==> src/rtl/cct_pkg.sv <==
package cct_pkg;

	// Fixed-point format of positions, durations, times and coefficients.
	localparam int FRAC_BITS = 16;
	localparam int MAX_KEYFRAMES = 16;

	localparam int POS_W = 32;
	localparam int DUR_W = 32;
	localparam int TIME_W = 32;
	localparam int COEF_W = 48;
	localparam int PER_W = 40;
	localparam int MUL_W = 32;

	// Widest dividend is a slope difference shifted by twice the fraction width.
	localparam int DIV_NUM_W = COEF_W + 2 * FRAC_BITS;
	localparam int DIV_DEN_W = 2 * DUR_W;
	localparam int DIV_CNT_W = $clog2(DIV_NUM_W + 1);

	localparam logic [COEF_W-2:0] COEF_MAX = '1;

	typedef enum logic [1:0] {
		ST_OK        = 2'd0,
		ST_NOT_READY = 2'd1,
		ST_FULL      = 2'd2,
		ST_ZERO_DUR  = 2'd3
	} status_t;

	typedef enum logic {
		OP_LOAD = 1'b0,
		OP_EVAL = 1'b1
	} op_t;

	typedef enum logic [4:0] {
		S_IDLE,
		S_DECODE,
		S_B1_RD_I,
		S_B1_RD_N,
		S_B1_DIV,
		S_B1_WAIT,
		S_B2_RD_I,
		S_B2_RD_N,
		S_B2_START,
		S_B2_SQ,
		S_B2_CUB,
		S_Q_MOD,
		S_Q_SRCH,
		S_H_LO,
		S_H_HI,
		S_H_SUM,
		S_RESP
	} state_t;

	typedef struct packed {
		logic                 start;
		logic [DIV_CNT_W-1:0] nbits;
	} div_req_t;

endpackage

==> src/rtl/cct_mul.sv <==
// Unsigned multiplier with a registered product.
module cct_mul (
	input  logic                          clk,
	input  logic [cct_pkg::MUL_W-1:0]     a,
	input  logic [cct_pkg::MUL_W-1:0]     b,
	output logic [2*cct_pkg::MUL_W-1:0]   p
);

	always_ff @(posedge clk) begin
		p <= a * b;
	end

endmodule

==> config.mk <==
export PLATFORM = sky130hd
export DESIGN_NAME = cct_mul
export DESIGN_NICKNAME = d
export VERILOG_FILES = /design/src/rtl/cct_pkg.sv /design/src/rtl/cct_mul.sv
export SDC_FILE = /design/constraint.sdc
export NUM_CORES = 2
export LEC_CHECK = 0
export ABC_AREA = 0
export BUFFER_PORTS_ARGS = -buffer_cell sky130_fd_sc_hd__buf_2
export CORE_UTILIZATION = 30
export CTS_CLUSTER_DIAMETER = 120
export DETAILED_ROUTE_END_ITERATION = 12
export HOLD_SLACK_MARGIN = 0.06
export MAX_ROUTING_LAYER = met4
export RECOVER_POWER = 100
export SLEW_MARGIN = 30
export SYNTH_ARGS = -nofsm -noshare
export SYNTH_HDL_FRONTEND = slang
export SYNTH_SLANG_ARGS = --single-unit
export TNS_END_PERCENT = 50
==> constraint.sdc <==
create_clock -name clk -period 20.7 [get_ports clk]
set_input_delay 0 -clock clk [delete_from_list [all_inputs] [get_ports clk]]
set_output_delay 0 -clock clk [all_outputs]
set_load 0.005 [all_outputs]
==> impl_metrics.tcl <==
set metrics [dict create \
    holdBufCountCts 0 \
    endpoint_kind "register" \
    largest_reg_flops 64 \
    core_um2 115000 \
    hold_violations 0 \
    maxCapViolCount 2 \
    syn_area_per_cell_um2 9.25 \
    fin_nets 4906 \
    place_area_um2 36500 \
    drc 44 \
    antenna_found_initial 22 \
    syn_area_um2 34700 \
    io_buffers 128 \
    yosys_most_used_dff "dfxtp_1" \
    yosysMostFrequentCell "fa_1" \
    finalCritPeriodShare_pct 43.3 \
    post_cts_resized 0 \
    tightest_slew_ps 1830 \
    via_count 24536 \
    ant_nets 0 \
    grt_pass1_wl_um 153000 \
    routedWlPerCell_um 18.4 \
    boundaryPins 129 \
    arrival_ps 9160 \
    synth_edf_count 0 \
    violations "DRC, capacitance limit, slew limit" \
    cp.required_ps 20900 \
    drtIter0Drc 1396 \
    finalSetupViolations 0 \
    worst-setup-path-type "input pin to register" \
    pre_cts_ws_ps 12620 \
    grt_pass1_vias 26808 \
    synth_cell_types 57 \
    fmax_mhz 112 \
    cp-start-kind "input pin" \
    fp-row-count 124 \
    hold_path.class "input pin to register" \
    ys_seq_area_share_pct 3.69 \
    start_util_pct 30.3 \
    postSynth.asyncResetShare_pct 0 \
    cts_buffers 9 \
    cts.sinks 64 \
    clockBufferDepth 2 \
    run_status "complete, but fails checks" \
    clk_pin_slew_worst_paths_ps 60 \
    hpwl_um 76800 \
    cts_tree "built" \
    rsz0062_at_grt "no" \
    globalplace.congestion 0.922 \
    fin_ws_ps 11740 \
    synth_fp_nets 4972 \
    fill_cells 12025 \
    synth_area_leaders "fa_1 (52%), and2_1 (11%), ha_1 (9.5%)" \
    cts_root_buf "clkbuf_16" \
    post_cts_buffers 0 \
    yosysTopAreaCellShare_pct 51.7 \
    final_util_pct 32.0 \
    grt_util_all_layers_pct 17.5 \
    tns_ps 0 \
    ys_top_cells_by_count "fa_1 (896), inv_1 (865), and2_1 (602)" \
    ys_seq_elements 64 \
    area_growth_pct 5.69 \
    top_regs "p: 64 flops" \
    htreeDepth 3 \
    die_x_um 342 \
    drt-total-wl_um 95700 \
    grt.overflow.total 0 \
    regMostFlops "p" \
    die_height_um 342 \
    syn_inst 3748 \
    grt_max_degree 33 \
    drive_above_1_share_pct 3.44 \
    cp_max_fo 32 \
    stdcell_area_um2 36600 \
    die_area_um2 117000 \
    dr.pass1.iters 9 \
    synth_top_area_cell "fa_1" \
    maxSlewHeadroom_pct -25.3 \
    fin_crit_ps 8960 \
    vias_per_cell 4.72 \
    yosysWarnings 0 \
    slew_viol_final 37 \
]
==> worst max-delay path: stages <==
cell and delay [ps]:
clkbuf_1 1310, nand2_1 190, fa_1 560, inv_1 50, fa_1 370, fa_1 490, inv_1 50, fa_1 470
inv_1 40, ha_1 260, ha_1 290, fa_1 500, fa_1 420, ha_1 360, a21oi_1 200, nor2b_1 70
o21a_1 170, a2111oi_0 1460, o31ai_4 170, a221oi_1 760, o31ai_1 480, nor4_1 390, a311oi_1 80
==> through the flow <==
step,cells,hold WS (ps)
2_1_floorplan,3748,127
5_1_grt,5201,231
3_5_place_dp,5183,377
6_report,5203,226
3_3_place_gp,5183,377
4_1_cts,5199,197
==> metal layers <==
metal | GRT usage [%] | routed length (µm)
met5 | - | 0
met4 | 6.18 | 4050
met3 | 2.28 | 4560
met2 | 30.0 | 48500
met1 | 21.1 | 38600
==> final timing paths <==
path,cells after the start,from,to
max,23,a[0],p[57]$_DFF_P_
min,3,b[0],p[0]$_DFF_P_
==> cell usage in the layout (no fill, tap or decap), types with 7 or more instances in the layout <==
| master | count |
|---|---|
| a31oi_1 | 12 |
| a21oi_1 | 65 |
| dfxtp_1 | 64 |
| o21bai_1 | 11 |
| buf_4 | 16 |
| clkbuf_1 | 39 |
| xnor2_1 | 35 |
| and2_1 | 598 |
| clkbuf_16 | 9 |
| nand2_1 | 480 |
| a21o_1 | 40 |
| nor3_1 | 7 |
| inv_1 | 865 |
| xor2_1 | 25 |
| buf_2 | 87 |
| nand3_1 | 10 |
| o21ai_0 | 25 |
| ha_1 | 263 |
| nand4_1 | 23 |
| nor2_1 | 20 |
| o21a_1 | 9 |
| fa_1 | 896 |
| and3_1 | 14 |
==> area by class of cell <==
type / count / area [µm²] / share of cell area, %
Multi-Input combinational cell: 2599 / 29200 / 79.7
Inverter: 865 / 3250 / 8.86
Tap cell: 1512 / 1890 / 5.16
Sequential cell: 64 / 1280 / 3.50
Timing Repair Buffer: 143 / 706 / 1.93
Clock buffer: 10 / 239 / 0.652
Clock inverter: 6 / 68.8 / 0.188
Antenna cell: 4 / 10.0 / 0.0273
==> cell families after synthesis <==
kind of cell    Yosys count  synth area share (%)
simple gates           1177                  17.6
fa+ha+maj              1159                  61.2
buf+inv                1085                  11.8
compound gates          202                  4.15
flops                    64                  3.69
xor+xnor                 60                  1.52
mux                       1                0.0289
Power is left out: the tool's default activity adds up to more than one toggle a clock period on the data nets, which glitch-free logic cannot reach.
