$ cat src/rtl/cct_pkg.sv
package cct_pkg;

	// Fixed-point format of positions, durations, times and coefficients.
	localparam int FRAC_BITS = 16;
	localparam int MAX_KEYFRAMES = 16;

	localparam int POS_W = 32;
	localparam int DUR_W = 32;
	localparam int TIME_W = 32;
	localparam int COEF_W = 48;
	localparam int PER_W = 40;
	localparam int MUL_W = 32;

	// Widest dividend is a slope difference shifted by twice the fraction width.
	localparam int DIV_NUM_W = COEF_W + 2 * FRAC_BITS;
	localparam int DIV_DEN_W = 2 * DUR_W;
	localparam int DIV_CNT_W = $clog2(DIV_NUM_W + 1);

	localparam logic [COEF_W-2:0] COEF_MAX = '1;

	typedef enum logic [1:0] {
		ST_OK        = 2'd0,
		ST_NOT_READY = 2'd1,
		ST_FULL      = 2'd2,
		ST_ZERO_DUR  = 2'd3
	} status_t;

	typedef enum logic {
		OP_LOAD = 1'b0,
		OP_EVAL = 1'b1
	} op_t;

	typedef enum logic [4:0] {
		S_IDLE,
		S_DECODE,
		S_B1_RD_I,
		S_B1_RD_N,
		S_B1_DIV,
		S_B1_WAIT,
		S_B2_RD_I,
		S_B2_RD_N,
		S_B2_START,
		S_B2_SQ,
		S_B2_CUB,
		S_Q_MOD,
		S_Q_SRCH,
		S_H_LO,
		S_H_HI,
		S_H_SUM,
		S_RESP
	} state_t;

	typedef struct packed {
		logic                 start;
		logic [DIV_CNT_W-1:0] nbits;
	} div_req_t;

endpackage

$ cat src/rtl/cct_div.sv
// Restoring divider, one quotient bit per cycle. The low nbits of num are
// divided by den; done pulses for one cycle when quo and rem are final.
module cct_div (
	input  logic                                clk,
	input  logic                                arst_n,
	input  cct_pkg::div_req_t                   req,
	input  logic [cct_pkg::DIV_NUM_W-1:0]       num,
	input  logic [cct_pkg::DIV_DEN_W-1:0]       den,
	output logic                                done,
	output logic [cct_pkg::DIV_NUM_W-1:0]       quo,
	output logic [cct_pkg::DIV_DEN_W-1:0]       rem
);

	logic                             busy_q;
	logic                             done_q;
	logic [cct_pkg::DIV_CNT_W-1:0]    cnt_q;
	logic [cct_pkg::DIV_NUM_W-1:0]    num_q;
	logic [cct_pkg::DIV_NUM_W-1:0]    quo_q;
	logic [cct_pkg::DIV_DEN_W-1:0]    rem_q;
	logic [cct_pkg::DIV_DEN_W-1:0]    den_q;
	logic [cct_pkg::DIV_DEN_W:0]      trial;
	logic [cct_pkg::DIV_DEN_W:0]      diff;
	logic                             ge;

	assign trial = {rem_q, num_q[cct_pkg::DIV_NUM_W-1]};
	assign diff  = trial - {1'b0, den_q};
	assign ge    = (trial >= {1'b0, den_q});

	always_ff @(posedge clk or negedge arst_n) begin
		if (!arst_n) begin
			busy_q <= 1'b0;
			done_q <= 1'b0;
			cnt_q  <= '0;
		end else if (req.start) begin
			busy_q <= 1'b1;
			done_q <= 1'b0;
			cnt_q  <= req.nbits;
		end else if (busy_q) begin
			cnt_q <= cnt_q - 1'b1;
			if (cnt_q == cct_pkg::DIV_CNT_W'(1)) begin
				busy_q <= 1'b0;
				done_q <= 1'b1;
			end
		end else begin
			done_q <= 1'b0;
		end
	end

	always_ff @(posedge clk) begin
		if (req.start) begin
			// Align the dividend so its top used bit is shifted in first.
			num_q <= num << (cct_pkg::DIV_CNT_W'(cct_pkg::DIV_NUM_W) - req.nbits);
			den_q <= den;
			rem_q <= '0;
			quo_q <= '0;
		end else if (busy_q) begin
			rem_q <= ge ? diff[cct_pkg::DIV_DEN_W-1:0] : trial[cct_pkg::DIV_DEN_W-1:0];
			quo_q <= {quo_q[cct_pkg::DIV_NUM_W-2:0], ge};
			num_q <= num_q << 1;
		end
	end

	assign done = done_q;
	assign quo  = quo_q;
	assign rem  = rem_q;

endmodule

$ cat config.mk
export PLATFORM = sky130hd
export DESIGN_NAME = cct_div
export DESIGN_NICKNAME = d
export VERILOG_FILES = /design/src/rtl/cct_pkg.sv /design/src/rtl/cct_div.sv
export SDC_FILE = /design/constraint.sdc
export NUM_CORES = 1
export LEC_CHECK = 0
export BUFFER_PORTS_ARGS = -buffer_cell sky130_fd_sc_hd__buf_4
export CAP_MARGIN = 20
export CORE_MARGIN = 2
export CORE_UTILIZATION = 40
export DETAILED_ROUTE_END_ITERATION = 12
export GPL_ROUTABILITY_DRIVEN = 0
export PLACE_DENSITY = 0.69
export SYNTH_ARGS = -nofsm -noshare
export SYNTH_HDL_FRONTEND = slang
export SYNTH_SLANG_ARGS = --single-unit
$ cat constraint.sdc
create_clock -name clk -period 4.1 [get_ports clk]
set_input_delay 0.205 -clock clk [delete_from_list [all_inputs] [get_ports clk]]
set_output_delay 0.205 -clock clk [all_outputs]
set_load 0.01 [all_outputs]
==> run metrics, run 1 <==
initial antenna violation count 0; Tot Pwr 13.1 mW; Worst Tran Pin Value 1030 ps; routed wire length 60,000 um; post-layout min period 3700 ps; die area 52,100 um2; met3 Use GR 3.54%; CP Cell Sequence inv_1 -> ha_1 -> fa_1 -> nand2b_1 -> a21oi_1 -> o21ai_1 -> a21boi_1 -> a21o_1 -> a221oi_2 -> o21ai_1 -> a21oi_1 -> xnor2_1 -> mux2i_1 -> a211oi_1; Clk Latency, worst-skew pair 550 ps; number of CTS-inserted buffers 34; Static Leakage 11.0 nW; Ports 299; number of port buffers 298; maximum clock rate 270 MHz; Worst EP required 4550 ps; final core utilization 50.0%; HPWL after DPL 44,100 um; VDD IR max 269 uV; leading cell type in the layout, fill and taps excluded nand2_1; vias in the first global route 18,210; Layout area overhead 24.0%; internal reg-to-reg setup slack 400 ps; #FFs+latches synth 297; Avg Synthesized Cell Area 8.65 um2; reg2reg end rem[60]$_SDFFE_PP0P_; syn_nets 2,547; setup ws final 400 ps; Crit. End Element register; largest net degree at the start of global routing 133; CP Launch Type register; sequential share of the synthesized area 36.9%; Worst EP arrival 4150 ps; asr flop ratio synth 3.03%; synth warn 0; final worst-path cycle share 90.2%; die width 228 um; # DRC 0; r2r startpoint num_q[79]$_DFFE_PP_; core area 49,900 um2; Final Hold Fails 0; relative slew slack 31.3%; Site Rows 82; Reg2Reg Depth 14; Clock Root Buffer clkbuf_16; Top Usage Layer GRT met2; Vias 18,669; met1 usage 28.7%; post-CTS setup buffers 0; cell area after synthesis 20,100 um2; Die H 228 um; global-route wire length before repair 96,900 um; diode count 0; most frequent cells in the layout nand2_1 (386), buf_4 (337), nor2_1 (232), inv_1 (162); Primary FF master, synth edfxtp_1; Iter 0 DRT Violations 1,571; initial core utilization 40.4%; Max stage delay on crit path 440 ps; Vias/cell 5.64; power density cells 525 nW/um2; Mapped Cells 2,325; H-Tree Depth 2; pre-CTS setup slack 194 ps; Routed Antenna Nets 0; M2 GR Usage 38.7%; clk_skew 13.9 ps; worst hold path class input pin to async pin; Filler cells 4,661; final setup vio count 0; Slew Limit Fails 0; Post-synth EDFFs 144; layout cells sized above 1 19.0%; clk slew on worst S/H paths 60 ps; gr ovfl total 0; critical path type register to register; Slowest cell on crit path a21boi_1; total track usage 22.6%; Final TNS setup 0 ps; clock tree sinks 297; CTS tree built; DR WL/cell 18.1 um; unrepaired setup endpoints after global routing false; number of distinct library cells after synthesis 73; Max Cap Viol 0; status complete, no violations; critical-path maximum fanout 5; CTS max path bufs 3; iteration count of the initial detailed-routing pass 5; Final Net Count 2,834
-- flip-flops by register name, summed over array words and instances, names as in the netlist --
name    count
quo        80
num_q      80
busy_q      1
cnt_q       7
done        1
rem        64
den_q      64
-- timing repair --
item | 4_1_cts | 5_1_grt
setup endpoints to repair | 0 | 6
gates resized for setup | 0 | 2
hold buffers | 71 | 0
endpoints found under the hold margin | 79 | 0
-- cell usage after synthesis, drive strengths merged (14+ instances only) --
cell	n	share of area, %
a211oi	16	0.60
nor2	232	4.3
mux2i	121	6.0
a21oi	130	3.3
dfxtp	144	14
mux4	73	8.2
nand2b	23	0.72
buf	42	1.0
xnor2	46	2.0
o21bai	16	0.60
o22ai	48	1.5
a21o	33	1.2
o211ai	46	1.7
a31oi	26	0.84
inv	163	3.0
o21ai	137	3.4
a311oi	50	2.2
a22oi	14	0.52
nand3	54	1.3
clkbuf	121	2.3
nand2	387	7.2
ha	67	4.2
nor3	23	0.57
edfxtp	144	21
nand4	24	0.75
xor2	25	1.1
-- critical path, delay by kind of cell (launching register included) --
kind / cells / cell delay [ps]
AO/OA/AOI/OAI: 8 / 2010
multiplexers: 1 / 100
flip-flops: 1 / 420
AND/OR/NAND/NOR: 1 / 200
adder cells (fa/ha/maj): 2 / 610
buffers and inverters: 1 / 60
XOR/XNOR: 1 / 190
-- metrics by stage --
stage,std cells,cell area [um2],hold slack (ps)
after global routing,3309,24900,37.1
final,3309,24900,29.3
after detailed placement,3176,23000,34.4
after global placement,3176,23000,32.1
after floorplan,2325,20100,-90.6
after CTS,3308,24900,19.6
-- worst max path at each step --
stage / start / end / slack, ps
2_1_floorplan: req[0] / num_q[66]$_DFFE_PP_ / 280
3_3_place_gp: num_q[79]$_DFFE_PP_ / rem[52]$_SDFFE_PP0P_ / 260
3_5_place_dp: num_q[79]$_DFFE_PP_ / rem[52]$_SDFFE_PP0P_ / 190
4_1_cts: num_q[79]$_DFFE_PP_ / rem[52]$_SDFFE_PP0P_ / 160
5_1_grt: den_q[20]$_DFFE_PP_ / rem[45]$_SDFFE_PP0P_ / 130
6_report: num_q[79]$_DFFE_PP_ / rem[60]$_SDFFE_PP0P_ / 400
-- cells by family (layout without fill, tap and decap cells) --
kind of cell,after synthesis,in the layout,synth area share [%]
buffers and inverters,326,638,6.34
multiplexers,199,199,14.5
AND/OR/NAND/NOR,798,798,16.8
adder cells (fa/ha/maj),68,68,4.27
AO/OA/AOI/OAI,566,566,18.1
flip-flops,297,297,36.9
XOR/XNOR,71,71,3.09
-- final cells by class --
cell class	instances	area, um2	share of cell area, %
multi-input cells	1702	11500	46.2
inverters	163	612	2.45
clock inverters	15	225	0.903
repair buffers	414	3350	13.4
clock buffers	46	957	3.84
flip-flops and latches	297	7440	29.8
well taps	672	841	3.37
-- per-layer routing --
layer  up-vias  share of wire [%]
met5         -                  0
met4         0                3.4
met3       143                6.7
met2       719                 49
met1      8891                 41
li1       8916                  -
-- report_power, final --
| group | internal, mW | switching [mW] |
|---|---|---|
| registers | 3.61 | 0.416 |
| clock network | 1.97 | 1.27 |
| logic | 2.38 | 3.46 |
| total | 7.95 | 5.15 |
Power figures use the tool's default switching activity.
==> run 2, diff against run 1 <==
--- a/config.mk
+++ b/config.mk
@@ -12,6 +12,7 @@
 export DETAILED_ROUTE_END_ITERATION = 12
 export GPL_ROUTABILITY_DRIVEN = 0
 export PLACE_DENSITY = 0.69
+export SKIP_CTS_REPAIR_TIMING = 1
 export SYNTH_ARGS = -nofsm -noshare
 export SYNTH_HDL_FRONTEND = slang
 export SYNTH_SLANG_ARGS = --single-unit
==> constraint.sdc (replaced) <==
create_clock -name clk -period 4.7 [get_ports clk]
set_input_delay 0.235 -clock clk [delete_from_list [all_inputs] [get_ports clk]]
set_output_delay 0.235 -clock clk [all_outputs]
set_load 0.01 [all_outputs]
==> run 2 against run 1 <==
  * Critical path type unchanged
  * Sequential share of layout area is 0.25 points higher
  * Largest cell class unchanged
  * Wire length is 0.14% higher
  * The run now ends with hold timing left
  * Critical path depth stayed put
  * Sequential power is 12% lower
  * Highest routed layer unchanged
  * Worst setup slack better by 300 ps
==> run metrics, run 2 (synthesized netlist as in run 1, its figures left out) <==
worst hold path class input pin to register; clk_skew 18.7 ps; CTS tree built; die area 52,100 um2; Static Leakage 10.9 nW; gr ovfl total 0; iteration count of the initial detailed-routing pass 9; Filler cells 4,737; total track usage 22.1%; Clk Latency, worst-skew pair 540 ps; final setup vio count 0; routed wire length 60,000 um; Layout area overhead 23.0%; NetSw 4.52 mW; Site Rows 82; final worst-path cycle share 85.2%; number of CTS-inserted buffers 36; routed length on met1 25,400 um; Comb pwr share 44.8%; Final Non-Filler Cells 3,292; most frequent cells in the layout nand2_1 (386), buf_4 (322), nor2_1 (232), inv_1 (162); Clock power frac 24.2%; Crit. End Element register; Vias 18,664; Hold Slack -32.1 ps; unrepaired setup endpoints after global routing false; clock tree sinks 297; power density cells 458 nW/um2; Clock Root Buffer clkbuf_16; post-layout min period 4000 ps; Final Net Count 2,816; die width 228 um; initial core utilization 40.4%; Final TNS setup 0 ps; Cells after DPL 3,160; Sw Ratio 39.8%; Final Hold Fails 1; setup ws final 695 ps; wire length on met3 4120 um; H-Tree Depth 2; leading cell type in the layout, fill and taps excluded nand2_1; Ports 299; initial antenna violation count 2; critical-path maximum fanout 5; # DRC 0; relative slew slack 30.1%; P_int 6.82 mW; core area 49,900 um2; pre-CTS setup slack 750 ps; maximum clock rate 250 MHz; HPWL after DPL 43,500 um; Max Cap Viol 0; Top Metal Used met4; Vias/cell 5.67; clk slew on worst S/H paths 60 ps; Iter 0 DRT Violations 1,719; Die H 228 um; largest net degree at the start of global routing 176; status complete, but fails checks; DP Area 22,900 um2; Routed Antenna Nets 0; global-route wire length before repair 94,600 um; Slew Limit Fails 0; failing checks hold timing; number of port buffers 298; DR WL/cell 18.2 um; design area 24,700 um2; layout cells sized above 1 18.5%; WL met2 28,500 um; vias in the first global route 17,602; Worst EP arrival 4440 ps; CTS max path bufs 3; Tot Pwr 11.3 mW; critical path type register to register; Seq pwr share 31.0%; Worst Tran Pin Value 1050 ps; CP Launch Type register; Worst EP required 5140 ps; VDD IR max 246 uV
## run 2: changes by cell type in the layout (fill, tap and decap cells not counted), moves of 2 or more
cell and delta:
dlygate4sd3_1 -3, bufinv_16 -3, clkinv_1 +3, diode_2 +2
clkinvlp_4 +4, clkbuf_1 -4, clkinv_8 -2, clkbuf_16 +2
buf_4 -15
## run 2: worst paths after layout
check                               startpoint              endpoint  slack [ps]  cells past startpoint
min in group asynchronous               arst_n  cnt_q[3]$_DFFE_PN0P_          60                      2
max reg2reg                num_q[79]$_DFFE_PP_  rem[60]$_SDFFE_PP0P_         700                     14
max                        num_q[79]$_DFFE_PP_  rem[60]$_SDFFE_PP0P_         700                     14
min                                     req[0]  cnt_q[0]$_DFFE_PN0P_         -30                      3
min reg2reg                quo[0]$_SDFFE_PP0P_   quo[0]$_SDFFE_PP0P_         510                      2
max in group asynchronous               arst_n      busy_q$_DFF_PN0_        4490                      2
## run 2: power by group through the flow
stage	combinational [mW]	sequential, mW	clock (mW)
after global routing	5.56	3.57	2.90
after detailed placement	4.92	3.56	0
after global placement	4.85	3.54	0
after CTS	4.95	3.51	2.81
after floorplan	3.39	3.56	0
final	5.08	3.52	2.74
## run 2: per-layer routing
layer | track usage (%) | vias up
met2 | 36.7 | 763
li1 | - | 8905
met5 | 0 | -
met1 | 29.2 | 8855
met3 | 3.36 | 141
met4 | 7.68 | 0
## run 2: layout make-up
type,count,area [um2],area share (%)
Antenna cell,2,5.00,0.0202
Clock buffer,45,1010,4.07
Clock inverter,17,144,0.582
Inverter,163,612,2.47
Multi-Input combinational cell,1702,11500,46.6
Sequential cell,297,7440,30.1
Tap cell,672,841,3.40
Timing Repair Buffer,394,3170,12.8
## run 2: critical path, cell delays in order, from the launching register on
cell      delay [ps]
edfxtp_1         440
inv_1             80
ha_1             180
fa_1             200
nand2b_1         180
a21oi_1          100
o21ai_1          300
a21boi_1         250
a21o_1           270
a221oi_1         790
o21ai_1          310
a21oi_1          330
xnor2_1          160
mux2i_1           90
a211oi_1         240
## run 2: per-stage QoR
stage / utilization (%) / hold slack [ps]
4_1_cts: 48.2 / -513
6_report: 49.6 / -32.1
3_5_place_dp: 45.9 / 65.5
3_3_place_gp: 45.9 / 65.1
2_1_floorplan: - / -60.6
5_1_grt: 49.6 / 0.779
